===== config.mk =====
export PLATFORM = sky130hd
export DESIGN_NAME = mpts_front
export DESIGN_NICKNAME = d
export VERILOG_FILES = /design/src/rtl/mip_pyramid_trilinear_sampler_assert.svh /design/src/rtl/mpts_pkg.sv /design/src/rtl/mpts_front.sv
export SDC_FILE = /design/constraint.sdc
export NUM_CORES = 1
export LEC_CHECK = 0
export BUFFER_PORTS_ARGS = -buffer_cell sky130_fd_sc_hd__buf_2
export CAP_MARGIN = 15
export CORE_MARGIN = 5
export CORE_UTILIZATION = 58
export DETAILED_ROUTE_END_ITERATION = 6
export PLACE_DENSITY = 0.85
export RECOVER_POWER = 50
export SLEW_MARGIN = 5
export SYNTH_ARGS = -nofsm -noshare
export SYNTH_HDL_FRONTEND = slang
export SYNTH_SLANG_ARGS = --single-unit
export TNS_END_PERCENT = 30

===== constraint.sdc =====
create_clock -name clk -period 20.1 [get_ports clk]
set_clock_uncertainty 0.05 [all_clocks]
set_input_delay 4.02 -clock clk [delete_from_list [all_inputs] [get_ports clk]]
set_output_delay 4.02 -clock clk [all_outputs]
set_load 0.02 [all_outputs]

===== src/rtl/mip_pyramid_trilinear_sampler_assert.svh =====
// Assertion macros for the mip pyramid trilinear sampler.
// Used by the top level; expects clk and arst_n in the enclosing module.
`ifndef MIP_PYRAMID_TRILINEAR_SAMPLER_ASSERT_SVH
`define MIP_PYRAMID_TRILINEAR_SAMPLER_ASSERT_SVH
`ifndef SYNTH
// Same-cycle implication checked at every rising clock edge outside reset.
`define MPTS_ASSERT_SAME(lbl, pre, con, msg) \
	lbl: assert property (@(posedge clk) disable iff (!arst_n) (pre) |-> (con)) \
		else $error(msg);
// Next-cycle implication checked at every rising clock edge outside reset.
`define MPTS_ASSERT_NEXT(lbl, pre, con, msg) \
	lbl: assert property (@(posedge clk) disable iff (!arst_n) (pre) |=> (con)) \
		else $error(msg);
`else
`define MPTS_ASSERT_SAME(lbl, pre, con, msg)
`define MPTS_ASSERT_NEXT(lbl, pre, con, msg)
`endif
`endif


===== src/rtl/mpts_pkg.sv =====
// Shared types and codes of the mip pyramid trilinear sampler.
// No dependencies; imported by every module of the block.
`default_nettype none
package mpts_pkg;

	// Action codes of an input item.
	localparam logic [1:0] ACT_WRITE  = 2'd0;
	localparam logic [1:0] ACT_BUILD  = 2'd1;
	localparam logic [1:0] ACT_LOOKUP = 2'd2;

	// Wrap modes; any other code means black outside the level.
	localparam logic [1:0] WRAP_REPEAT = 2'd0;
	localparam logic [1:0] WRAP_CLAMP  = 2'd1;

	// Result status codes.
	localparam logic [1:0] ST_OK        = 2'd0;
	localparam logic [1:0] ST_BAD_WRITE = 2'd1;
	localparam logic [1:0] ST_NOT_BUILT = 2'd2;

	// Configuration register indexes.
	localparam logic [1:0] CFG_WRAP   = 2'd0;
	localparam logic [1:0] CFG_LOG2_W = 2'd1;
	localparam logic [1:0] CFG_LOG2_H = 2'd2;

	typedef struct packed {
		logic [1:0]         action;
		logic [7:0]         write_col;
		logic [7:0]         write_row;
		logic [15:0]        texel_value;
		logic signed [23:0] s_coord;
		logic signed [23:0] t_coord;
		logic [16:0]        filter_width;
	} mpts_in_t;

	typedef struct packed {
		logic [15:0] sample_value;
		logic [1:0]  status;
	} mpts_out_t;

	typedef struct packed {
		logic [1:0] wrap;
		logic [3:0] lw;
		logic [3:0] lh;
	} mpts_cfg_t;

	// Classified item as it waits in the queue.
	typedef struct packed {
		mpts_in_t    item;
		logic        wr_bad;
		logic [4:0]  lg_e;
		logic [16:0] lg_x;
	} mpts_job_t;

	// Back end status seen by the front end and the top level.
	typedef struct packed {
		logic ready;
		logic pyr_ready;
	} mpts_bstat_t;

endpackage
`default_nettype wire


===== src/rtl/mpts_front.sv =====
// Front end: accepts items, classifies them and queues them for the back end.
// Depends on mpts_pkg.
`default_nettype none
module mpts_front (
	input  logic                  clk,
	input  logic                  arst_n,
	input  logic                  start,
	output logic                  busy,
	input  mpts_pkg::mpts_in_t    item,
	input  mpts_pkg::mpts_cfg_t   cfg,
	input  mpts_pkg::mpts_bstat_t bstat,
	output logic                  job_valid,
	output mpts_pkg::mpts_job_t   job
);
	import mpts_pkg::*;

	mpts_job_t   slot_q [2];
	logic        wr_ptr_q;
	logic        rd_ptr_q;
	logic [1:0]  cnt_q;
	mpts_job_t   new_job;
	logic [16:0] w_eff;
	logic [4:0]  e;
	logic        push;
	logic        pop;

	// Classify: write bounds and the normalized filter width.
	always_comb begin
		w_eff = (item.filter_width == 17'd0) ? 17'd1 : item.filter_width;
		e = 5'd0;
		for (int i = 0; i < 17; i++) begin
			if (w_eff[i]) begin
				e = 5'(i);
			end
		end
		new_job.item = item;
		new_job.wr_bad = ((16'(item.write_col) >> cfg.lw) != 16'd0) ||
			((16'(item.write_row) >> cfg.lh) != 16'd0);
		new_job.lg_e = e;
		new_job.lg_x = 17'(w_eff << (5'd16 - e));
	end

	assign busy = (cnt_q == 2'd2);
	assign push = start && !busy;
	assign job_valid = (cnt_q != 2'd0);
	assign pop = job_valid && bstat.ready;
	assign job = slot_q[rd_ptr_q];

	// Two-entry queue storage.
	always_ff @(posedge clk) begin
		if (push) begin
			slot_q[wr_ptr_q] <= new_job;
		end
	end

	// Queue pointers and fill count.
	always_ff @(posedge clk or negedge arst_n) begin
		if (!arst_n) begin
			wr_ptr_q <= 1'b0;
			rd_ptr_q <= 1'b0;
			cnt_q <= 2'd0;
		end else begin
			if (push) begin
				wr_ptr_q <= !wr_ptr_q;
			end
			if (pop) begin
				rd_ptr_q <= !rd_ptr_q;
			end
			if (push && !pop) begin
				cnt_q <= cnt_q + 2'd1;
			end else if (pop && !push) begin
				cnt_q <= cnt_q - 2'd1;
			end
		end
	end

endmodule
`default_nettype wire


# ---- Word-level counts from Yosys, hierarchy flattened
# Memory sizes are Yosys's and may differ from the RTL's.
# Index checks and enable logic that the tools add are counted.
dict set report classes {
  n_addsub 3
  eq_ne 1
  shifts 3
  mux 21
  reduce_logical 15
}
# cell count
set ops {}
lappend ops {{two-way mux 5 bit} 14}
lappend ops {{nonzero test 16 bit} 2}
lappend ops {{right shift 8 x 4 -> 16 bit} 2}
lappend ops {{zero test 17 bit} 1}
lappend ops {{two-way mux 17 bit} 1}
lappend ops {{<< shifter 17 x 5 -> 17 bit} 1}
lappend ops {{two-way mux 2 bit} 3}
lappend ops {{zero test 1 bit} 5}
lappend ops {{subtractor 5 bit, first input constant} 1}
lappend ops {{logical AND 1 bit} 4}
lappend ops {{nonzero test 2 bit} 2}
lappend ops {{two-way mux 1 bit} 3}
lappend ops {{adder 2 x 1 -> 2 bit, second input constant} 1}
lappend ops {{equality test 2 bit, second input constant} 1}
lappend ops {{subtractor 2 x 1 -> 2 bit, second input constant} 1}
lappend ops {{logical OR 1 bit} 1}
dict set report word_totals {
  register_bits 4
  mem_bits_rw 244
  inputBits 114
  wordCells 47
  memories 1
}
# memory depth width rd rd_ports_with_merged_regs wr line_no
set mem_list {}
lappend mem_list {slot_q 2 122 1 0 1 mpts_front.sv:17} ;# mpts_job_t slot_q [2];

# ---- Logic depth before layout (Yosys ltp)
# Gate-level depths: netlist of the first run.
dict set report depth {
  word_depth 20
  ltp_mapped 16
  depth_no_buf 13
}

# ---- Least setup slack after synthesis of the first run
# OpenSTA, ideal clock, no wires.
dict set report synth_path {
  kind {in2reg}
  start {in start}
  end {mem slot_q[0][0] (netlist bit) (enable)}
  setup_ps 604
  t_arrival_ps 9180
  setup_slack_ps 10266
  stages 2
  n_path_buf 0
  cell_sequence {nand2_1 nor2_1}
}
dict set report synth_between {
  elab_chain_cells 3
}
# item line_no
set synth_lines {}
lappend synth_lines {{from (decl)} mpts_front.sv:7} ;# input logic start,
lappend synth_lines {{logical AND 1 bit} mpts_front.sv:44} ;# assign push = start && !busy;
lappend synth_lines {{two-way mux 1 bit} mpts_front.sv:51} ;# if (push) begin
lappend synth_lines {{two-way mux 1 bit (not written as such)} mpts_front.sv:52} ;# slot_q[wr_ptr_q] <= new_job;
lappend synth_lines {{to (decl)} mpts_front.sv:17}
# No other way between the ends.

# ---- Final worst setup path of the first run
dict set report layout_path {
  start {in start}
  end {mem slot_q[0][119] (netlist bit) (enable)}
}
# Same word-level chain as after synthesis.

==> results.sh, run 1 <==
export IMPL_yosysWarnings=0
export IMPL_cts_tree="done"
export IMPL_gp_congestion=0.890
export IMPL_grt_pass1_vias=6436
export IMPL_p_seq_share_pct=43.4
export IMPL_grt_setup_unrepaired="false"
export IMPL_first_pass_iters=5
export IMPL_post_route_period_util_pct=41.4
export IMPL_synth_flop_cell="edfxtp_1"
export IMPL_die_w_um=142
export IMPL_wire_per_inst_um=21.1
export IMPL_setup_ws_ns=11.77
export IMPL_dieArea_um2=20300
export IMPL_synth_top_area_cell="edfxtp_1"
export IMPL_yosys_area_share_simple_pct=3.68
export IMPL_nets=950
export IMPL_reg2reg_from="cnt_q[0]$_DFFE_PN0P_"
export IMPL_r2r_cells=5
export IMPL_layout_common_cells="edfxtp_1, buf_2, mux2_2"
export IMPL_grt_use_total_pct=21.7
export IMPL_place_inst=1032
export IMPL_syn_area_per_cell_um2=17.1
export IMPL_synth_seq_area_share_pct=73.0
export IMPL_syn_area_um2=10200
export IMPL_drc=0
export IMPL_area_growth_pct=19.8
export IMPL_synth_fa_ha_area_share_pct=0.246
export IMPL_stdcell_count=1077
export IMPL_reg2reg_to="slot_q[0][119]$_DFFE_PP_"
export IMPL_hold_path_end="wr_ptr_q$_DFFE_PN0P_"
export IMPL_numCtsBuffers=25
export IMPL_start_kind="input port"
export IMPL_final_layout_size_suffix_gt1_share_pct=39.0
export IMPL_die_y_um=142
export IMPL_fin_setup_tns_ns=0
export IMPL_hold_depth=1
export IMPL_drtAntennaViolNets=0
export IMPL_clockPowerShare_pct=23.3
export IMPL_path_max_fanout=61
export IMPL_syn_nets=710
export IMPL_dp_hpwl_mm=15.6
export IMPL_core_region_area_um2=17200
export IMPL_tightestPinTransition_ns=2.60
export IMPL_clk_pin_slew_ns=0.05
export IMPL_violations="capacitance limit, slew limit"
export IMPL_portBuffers=234
export IMPL_synth_enable_flop_cells=244
export IMPL_hp_class="flop to flop"
export IMPL_num_rows=48
export IMPL_wl_mm=22.8
export IMPL_vias=6180
export IMPL_post_cts_setup_buffers=0
export IMPL_swShare_pct=33.3
export IMPL_fin_crit_ns=8.33
export IMPL_status="finished with violations"
export IMPL_grt_overflow=0
export IMPL_synth_compound_gate_area_share_pct=5.06
export IMPL_cts_resized=0
export IMPL_regToRegSetupSlack_ns=14.80
export IMPL_initial_core_util_pct=59.1
export IMPL_clk_path_buf_depth=3
export IMPL_worst_setup_path_type="input port to flop"
export IMPL_end_kind="flop"
export IMPL_cts_root_buf="clkbuf_16"
export IMPL_synthArstFlopShare_pct=1.61
export IMPL_min_delay_start="wr_ptr_q$_DFFE_PN0P_"
export IMPL_arrival_ns=8.39
export IMPL_clock_sinks=248
export IMPL_htreeDepth=1
export IMPL_leakagePower_nw=4.40
export IMPL_setup_viol=0
export IMPL_viasPerCell=5.74
export IMPL_fmax_mhz=120
export IMPL_cts_hold_buffers=0
export IMPL_synth_area_leaders="edfxtp_1, mux2_2, a21oi_1, nor2_1, dfrtp_1"
export IMPL_powerDensity_nw_per_um2=145
export IMPL_slew_viol_final=111
export IMPL_antenna_found_initial=0
export IMPL_synth_top_family_by_area="multiplexers"
export IMPL_ios=238
export IMPL_grt_max_degree=79
export IMPL_power_frac_comb_pct=33.3
export IMPL_grt_pass1_wl_mm=34.9
export IMPL_syn_inst=594
export IMPL_clkLatencyLatePin_ns=0.49
export IMPL_p_sw_mw=0.591
export IMPL_relSlewSlack_pct=-74.3
export IMPL_cp_required_ns=20.17
export IMPL_synthMuxAreaShare_pct=15.6
export IMPL_peakVddDrop_mv=0.116
export IMPL_synth_xor_xnor_area_share_pct=0.836
export IMPL_final_common_cell="edfxtp_1"
export IMPL_finalHoldViolCount=0
export IMPL_drtIter0Drc=542
export IMPL_drv_cap=3
export IMPL_pre_cts_slack_ns=12.19
export IMPL_synth_top_area_share_pct=72.0
export IMPL_ys_types=57
export IMPL_p_int_mw=1.18
export IMPL_ys_ff_latch=248
[through the flow]
stage               hold slack (ns)  area (µm²)  util [%]  total power [mW]
CTS                           0.477       12300      71.4              1.79
global placement              0.421       11600      67.1              1.35
finish                        0.463       12200      70.7              1.77
floorplan                     0.406       10200         -              1.19
global route                  0.498       12200      70.7              1.85
detailed placement            0.469       11600      67.1              1.37
[power by group through the flow]
stage | Combinational (mW) | Sequential, mW | Clock (mW)
2_1_floorplan | 0.428 | 0.759 | 0
3_3_place_gp | 0.583 | 0.766 | 0
3_5_place_dp | 0.597 | 0.777 | 0
4_1_cts | 0.603 | 0.769 | 0.421
5_1_grt | 0.627 | 0.781 | 0.445
6_report | 0.590 | 0.770 | 0.414
[synthesized netlist by cell type (2+ instances only)]
master and number:
a211oi_1 4, a21oi_1 27, a221oi_1 2, a31oi_1 3, a32oi_1 2, and2_1 2
and3_1 5, buf_2 3, buf_4 2, clkbuf_1 19, dfrtp_1 4, edfxtp_1 244
ha_1 2, inv_1 11, mux2_2 126, mux2i_1 10, nand2_1 24, nand2b_1 3
nor2_1 27, nor2b_1 3, nor3_1 4, nor4_1 4, o21ai_0 17, o21ai_1 2
o221ai_1 3, o22ai_1 5, xnor2_1 3, xnor2_2 2, xor2_1 3
[sequential cells by signal (all words and copies together), names as in the netlist]
name      cells
slot_q      244
cnt_q         2
rd_ptr_q      1
wr_ptr_q      1
[cell type report]
class | instances | area (µm²)
Sequential cell | 248 | 7430
Tap cell | 225 | 282
Antenna cell | 1 | 2.50
Clock buffer | 35 | 663
Fill cell | 1143 | 5040
Inverter | 13 | 48.8
Clock inverter | 9 | 70.1
Timing Repair Buffer | 239 | 1110
Multi-Input combinational cell | 307 | 2590
[cell families after synthesis]
| group | after synthesis |
|---|---|
| muxes | 139 |
| and+or+nand+nor | 79 |
| AOI/OAI and AO/OA | 79 |
| buffers and inverters | 39 |
| adders and majority gates | 2 |
| DFF | 248 |
| xor gates and xnor gates | 8 |
[per-layer routing]
| metal | wire (µm) | vias to the layer above | global-route usage [%] |
|---|---|---|---|
| met4 | 393 | 0 | 5.15 |
| met3 | 2070 | 36 | 5.11 |
| met1 | 8550 | 3038 | 27.3 |
| li1 | - | 2804 | - |
| met5 | 0 | - | 0 |
| met2 | 11700 | 302 | 38.5 |
[critical path, cell delays in order]
cell and delay [ns]:
clkbuf_1 0.09, nand2_1 0.11, nor2_1 1.92, clkbuf_1 1.35, buf_4 0.82
[worst max path at each step]
stage          startpoint                       end  slack [ns]  depth (start not counted)
2_1_floorplan       start    slot_q[0][0]$_DFFE_PP_       10.27                          2
4_1_cts          item[14]   slot_q[0][16]$_DFFE_PP_       12.72                         11
6_report            start  slot_q[0][119]$_DFFE_PP_       11.77                          5
3_5_place_dp     item[14]   slot_q[0][16]$_DFFE_PP_       12.19                         11
5_1_grt             start  slot_q[0][119]$_DFFE_PP_       11.26                          5
3_3_place_gp     item[16]   slot_q[0][16]$_DFFE_PP_       12.43                         11
(Power assumes the default switching activity.)
==> inputs of run 2 (changes only) <==
CORE_UTILIZATION = 54   (was 58)
PLACE_DENSITY = 0.8   (was 0.85)
clock period = 8.5 ns   (was 20.1 ns; I/O delays follow)
==> results.sh, run 2 (synthesized netlist as in run 1, its figures left out) <==
export IMPL_grt_max_degree=69
export IMPL_relSlewSlack_pct=-138
export IMPL_antenna_found_initial=0
export IMPL_cts_hold_buffers=0
export IMPL_grt_pass1_wl_mm=32.3
export IMPL_peakVddDrop_mv=0.217
export IMPL_clk_pin_slew_ns=0.06
export IMPL_grt_setup_unrepaired="false"
export IMPL_place_inst=1041
export IMPL_cts_resized=0
export IMPL_end_kind="flop"
export IMPL_initial_core_util_pct=54.6
export IMPL_post_route_period_util_pct=60.9
export IMPL_final_layout_size_suffix_gt1_share_pct=41.6
export IMPL_nets=951
export IMPL_path_max_fanout=25
export IMPL_hp_class="flop to flop"
export IMPL_first_pass_iters=4
export IMPL_setup_ws_ns=3.32
export IMPL_arrival_ns=5.39
export IMPL_clkLatencyLatePin_ns=0.51
export IMPL_antenna_cells=0
export IMPL_viasPerCell=5.52
export IMPL_drv_cap=3
export IMPL_portBuffers=234
export IMPL_largest_register="slot_q"
export IMPL_dieArea_um2=21700
export IMPL_die_y_um=147
export IMPL_worst_setup_path_type="input port to flop"
export IMPL_reg_top3="slot_q x244, cnt_q x2"
export IMPL_fin_setup_tns_ns=0
export IMPL_violations="capacitance limit, slew limit"
export IMPL_largest_reg_flops=244
export IMPL_drc=0
export IMPL_setup_viol=0
export IMPL_clk_path_buf_depth=3
export IMPL_stdcell_count=1085
export IMPL_cp_required_ns=8.72
export IMPL_fmax_mhz=193
export IMPL_cts_tree="done"
export IMPL_grt_use_total_pct=18.7
export IMPL_slew_viol_final=187
export IMPL_powerDensity_nw_per_um2=348
export IMPL_final_common_cell="edfxtp_1"
export IMPL_numCtsBuffers=26
export IMPL_finalHoldViolCount=0
export IMPL_wire_per_inst_um=19.5
export IMPL_leakagePower_nw=4.49
export IMPL_fin_crit_ns=5.18
export IMPL_wl_mm=21.1
export IMPL_post_cts_setup_buffers=0
export IMPL_core_region_area_um2=18600
export IMPL_r2r_cells=3
export IMPL_hold_ws_ns=0.447
export IMPL_htreeDepth=1
export IMPL_gp_congestion=0.846
export IMPL_num_rows=50
export IMPL_area_growth_pct=20.9
export IMPL_pre_cts_slack_ns=3.04
export IMPL_dp_hpwl_mm=14.1
export IMPL_status="finished with violations"
export IMPL_start_kind="input port"
export IMPL_clock_sinks=248
export IMPL_cts_root_buf="clkbuf_16"
export IMPL_drtIter0Drc=306
export IMPL_layout_common_cells="edfxtp_1, buf_2, mux2_2"
export IMPL_drtAntennaViolNets=0
export IMPL_vias=5990
export IMPL_grt_overflow=0
export IMPL_hold_depth=1
export IMPL_ios=238
export IMPL_finish_utilization_pct=66.0
export IMPL_grt_pass1_vias=6114
export IMPL_tightestPinTransition_ns=3.56
export IMPL_die_w_um=147
## run 2: cell count changes in the layout (fill, tap and decap cells not counted), moves of 2 or more
cell / before / now
clkbuf_16: 25 / 27
buf_2: 157 / 177
clkinv_4: 0 / 3
clkinv_2: 5 / 2
clkbuf_1: 88 / 64
clkinv_1: 3 / 5
## run 2: worst paths after layout
path	endpoint	start	slack (ns)
setup reg to reg	slot_q[1][118]$_DFFE_PP_	cnt_q[0]$_DFFE_PN0P_	4.33
hold reg to reg	cnt_q[1]$_DFFE_PN0P_	cnt_q[1]$_DFFE_PN0P_	0.45
setup / recovery	slot_q[0][16]$_DFFE_PP_	item[16]	3.32
min in group asynchronous	wr_ptr_q$_DFFE_PN0P_	arst_n	0.96
hold / removal	cnt_q[1]$_DFFE_PN0P_	cnt_q[1]$_DFFE_PN0P_	0.45
max in group asynchronous	rd_ptr_q$_DFFE_PN0P_	arst_n	7.23
## run 2: per-stage QoR
stage / cell area, µm² / total power [mW]
final: 12300 / 4.28
after global routing: 12300 / 4.48
after CTS: 12400 / 4.32
after detailed placement: 11600 / 3.23
after global placement: 11600 / 3.21
after floorplan: 10200 / 2.81
## run 2: worst max-delay path: stages
cell and delay [ns]:
clkbuf_1 0.29, nor3_1 0.28, and2_1 0.32, a21o_1 0.53, inv_2 0.13, ha_1 0.79, clkinv_1 0.51, a211oi_1 0.37
o2bb2ai_1 0.18, a31oi_1 0.19, nand2_1 0.08
## run 2: power by group
| group | switching (mW) | internal (mW) | leakage, nW |
|---|---|---|---|
| logic | 0.845 | 0.529 | 1.78 |
| registers | 0.123 | 1.71 | 2.32 |
| clock network | 0.431 | 0.638 | 0.393 |
| total | 1.40 | 2.88 | 4.49 |
## run 2: cell type report
cell class	instances	area [µm²]
clock buffers	32	694
clock inverters	12	119
fillers	1341	6340
inverters	13	48.8
multi-input cells	307	2590
flip-flops and latches	248	7430
well taps	234	293
repair buffers	239	1130
## run 2: layer usage
metal | track usage, % | up-vias | part of all wire, %
li1 | - | 2800 | -
met5 | 0 | - | 0
met4 | 4.19 | 0 | 1.6
met1 | 23.8 | 2916 | 39
met3 | 5.34 | 30 | 9.0
met2 | 32.1 | 244 | 50
==> inputs of run 3 (changes only) <==
clock period = 4.85 ns   (was 8.5 ns; I/O delays follow)
==> results.sh, run 3 (synthesized netlist as in run 1, its figures left out) <==
export IMPL_status="finished with violations"
export IMPL_violations="capacitance limit, slew limit"
export IMPL_worst_setup_path_type="input port to flop"
export IMPL_start_kind="input port"
export IMPL_drtIter0Drc=397
export IMPL_path_max_fanout=15
export IMPL_arrival_ns=4.13
export IMPL_wl_mm=21.4
export IMPL_critPathSlowestCell="clkbuf_1"
export IMPL_clock_sinks=248
export IMPL_end_kind="flop"
export IMPL_dieArea_um2=21700
export IMPL_die_y_um=147
export IMPL_grtUsageMet1_pct=22.8
export IMPL_fin_crit_ns=3.95
export IMPL_largest_register="slot_q"
export IMPL_cp_common_cell="nand2_1"
export IMPL_clk_path_buf_depth=3
export IMPL_powerDensity_nw_per_um2=605
export IMPL_hp_class="input port to asynchronous set/reset pin"
export IMPL_grt_overflow=0
export IMPL_drv_cap=2
export IMPL_drc=0
export IMPL_post_route_period_util_pct=81.4
export IMPL_largest_reg_flops=244
export IMPL_final_layout_size_suffix_gt1_share_pct=41.5
export IMPL_initial_core_util_pct=54.6
export IMPL_portBuffers=234
export IMPL_drtAntennaViolNets=0
export IMPL_wire_per_inst_um=19.6
export IMPL_core_region_area_um2=18600
export IMPL_clkLatencyLatePin_ns=0.50
export IMPL_antenna_found_initial=4
export IMPL_htreeDepth=1
export IMPL_setup_viol=0
export IMPL_path_cells="clkbuf_1, inv_1, o21a_1, a21o_1, inv_2, ha_1, nand4_1, mux2i_1, nor2_1, nand2_1, nand2_1, a32oi_1, a21oi_1"
export IMPL_relSlewSlack_pct=-42.5
export IMPL_num_rows=50
export IMPL_slew_viol_final=68
export IMPL_grt_use_total_pct=19.1
export IMPL_tightestPinTransition_ns=2.14
export IMPL_cpPeakStageDelay_ns=0.49
export IMPL_die_w_um=147
export IMPL_use_met2_pct=33.9
export IMPL_finalHoldViolCount=0
export IMPL_final_common_cell="edfxtp_1"
export IMPL_crit_buf_inv=3
export IMPL_cts_tree="done"
export IMPL_critical_path_top_delay_family="compound AO/OA/AOI/OAI gates"
export IMPL_nets=956
export IMPL_leakagePower_nw=4.51
export IMPL_cts_root_buf="clkbuf_16"
export IMPL_finish_utilization_pct=66.3
export IMPL_nFillCells=1363
export IMPL_ios=238
export IMPL_reg_top3="slot_q x244, cnt_q x2"
export IMPL_area_growth_pct=21.4
export IMPL_top_usage_layer="met2"
export IMPL_dp_hpwl_mm=14.9
export IMPL_cp_required_ns=5.03
export IMPL_cts_resized=0
export IMPL_numCtsBuffers=26
export IMPL_use_met3_pct=5.77
export IMPL_first_pass_iters=5
export IMPL_peakVddDrop_mv=0.407
export IMPL_grt_pass1_wl_mm=33.1
export IMPL_fin_setup_tns_ns=0
export IMPL_post_cts_setup_buffers=0
export IMPL_grt_max_degree=65
export IMPL_layout_common_cells="edfxtp_1, buf_2, mux2_2"
export IMPL_fmax_mhz=253
export IMPL_grt_pass1_vias=6271
export IMPL_grt_setup_unrepaired="false"
export IMPL_viasPerCell=5.48
export IMPL_cts_hold_buffers=0
export IMPL_vias=5987
export IMPL_gp_congestion=0.867
export IMPL_clk_pin_slew_ns=0.06
run 3: cell count changes in the layout (fill, tap and decap cells not counted), sizes merged:
cell / previous run / this run
clkbuf: 91 / 94
buf: 180 / 182
diode: 0 / 1
clkinvlp: 1 / 3
clkinv: 10 / 9
run 3: metal layers:
layer  part of all wire [%]  routed length, µm  vias up
met5                   0.20                 42        -
met2                     50              10800      247
met1                     39               8240     2874
met3                    8.7               1850       45
met4                    2.1                457        6
li1                       -                  -     2815
run 3: report_power, final:
part / leakage (nW) / switching, mW / internal (mW) / total [mW]
Clock: 0.389 / 0.737 / 1.12 / 1.85
Sequential: 2.32 / 0.147 / 2.96 / 3.11
Combinational: 1.80 / 1.56 / 0.956 / 2.52
Total: 4.51 / 2.44 / 5.04 / 7.48
run 3: layout make-up:
cell class | count | area, µm² | share of cell area (%)
clock buffers | 32 | 694 | 5.62
repair buffers | 244 | 1190 | 9.62
inverters | 13 | 48.8 | 0.395
well taps | 234 | 293 | 2.37
diodes | 1 | 2.50 | 0.0202
flip-flops and latches | 248 | 7430 | 60.1
clock inverters | 13 | 121 | 0.982
multi-input cells | 307 | 2580 | 20.9
run 3: final timing paths:
kind / startpoint / endpoint / cells after the start / slack, ns
setup / recovery: item[16] / slot_q[1][11]$_DFFE_PP_ / 13 / 0.90
hold / removal: arst_n / cnt_q[1]$_DFFE_PN0P_ / 1 / 0.23
setup reg to reg: cnt_q[0]$_DFFE_PN0P_ / slot_q[1][21]$_DFFE_PP_ / 3 / 1.19
hold reg to reg: cnt_q[1]$_DFFE_PN0P_ / cnt_q[1]$_DFFE_PN0P_ / 1 / 0.44
max in group asynchronous: arst_n / rd_ptr_q$_DFFE_PN0P_ / 1 / 4.31
min in group clk: cnt_q[1]$_DFFE_PN0P_ / cnt_q[1]$_DFFE_PN0P_ / 1 / 0.44
run 3: per-stage QoR:
stage                     worst slack, ns  area, µm²  power (mW)  std cells  hold WS (ns)
after floorplan                     0.124      10200        4.90        594         0.406
after global placement              0.811      11600        5.65       1046         0.423
after detailed placement            0.719      11600        5.70       1046         0.434
after CTS                            1.26      12500        7.58       1091         0.191
after global routing                0.604      12400        7.85       1092         0.218
final                               0.900      12400        7.48       1092         0.235
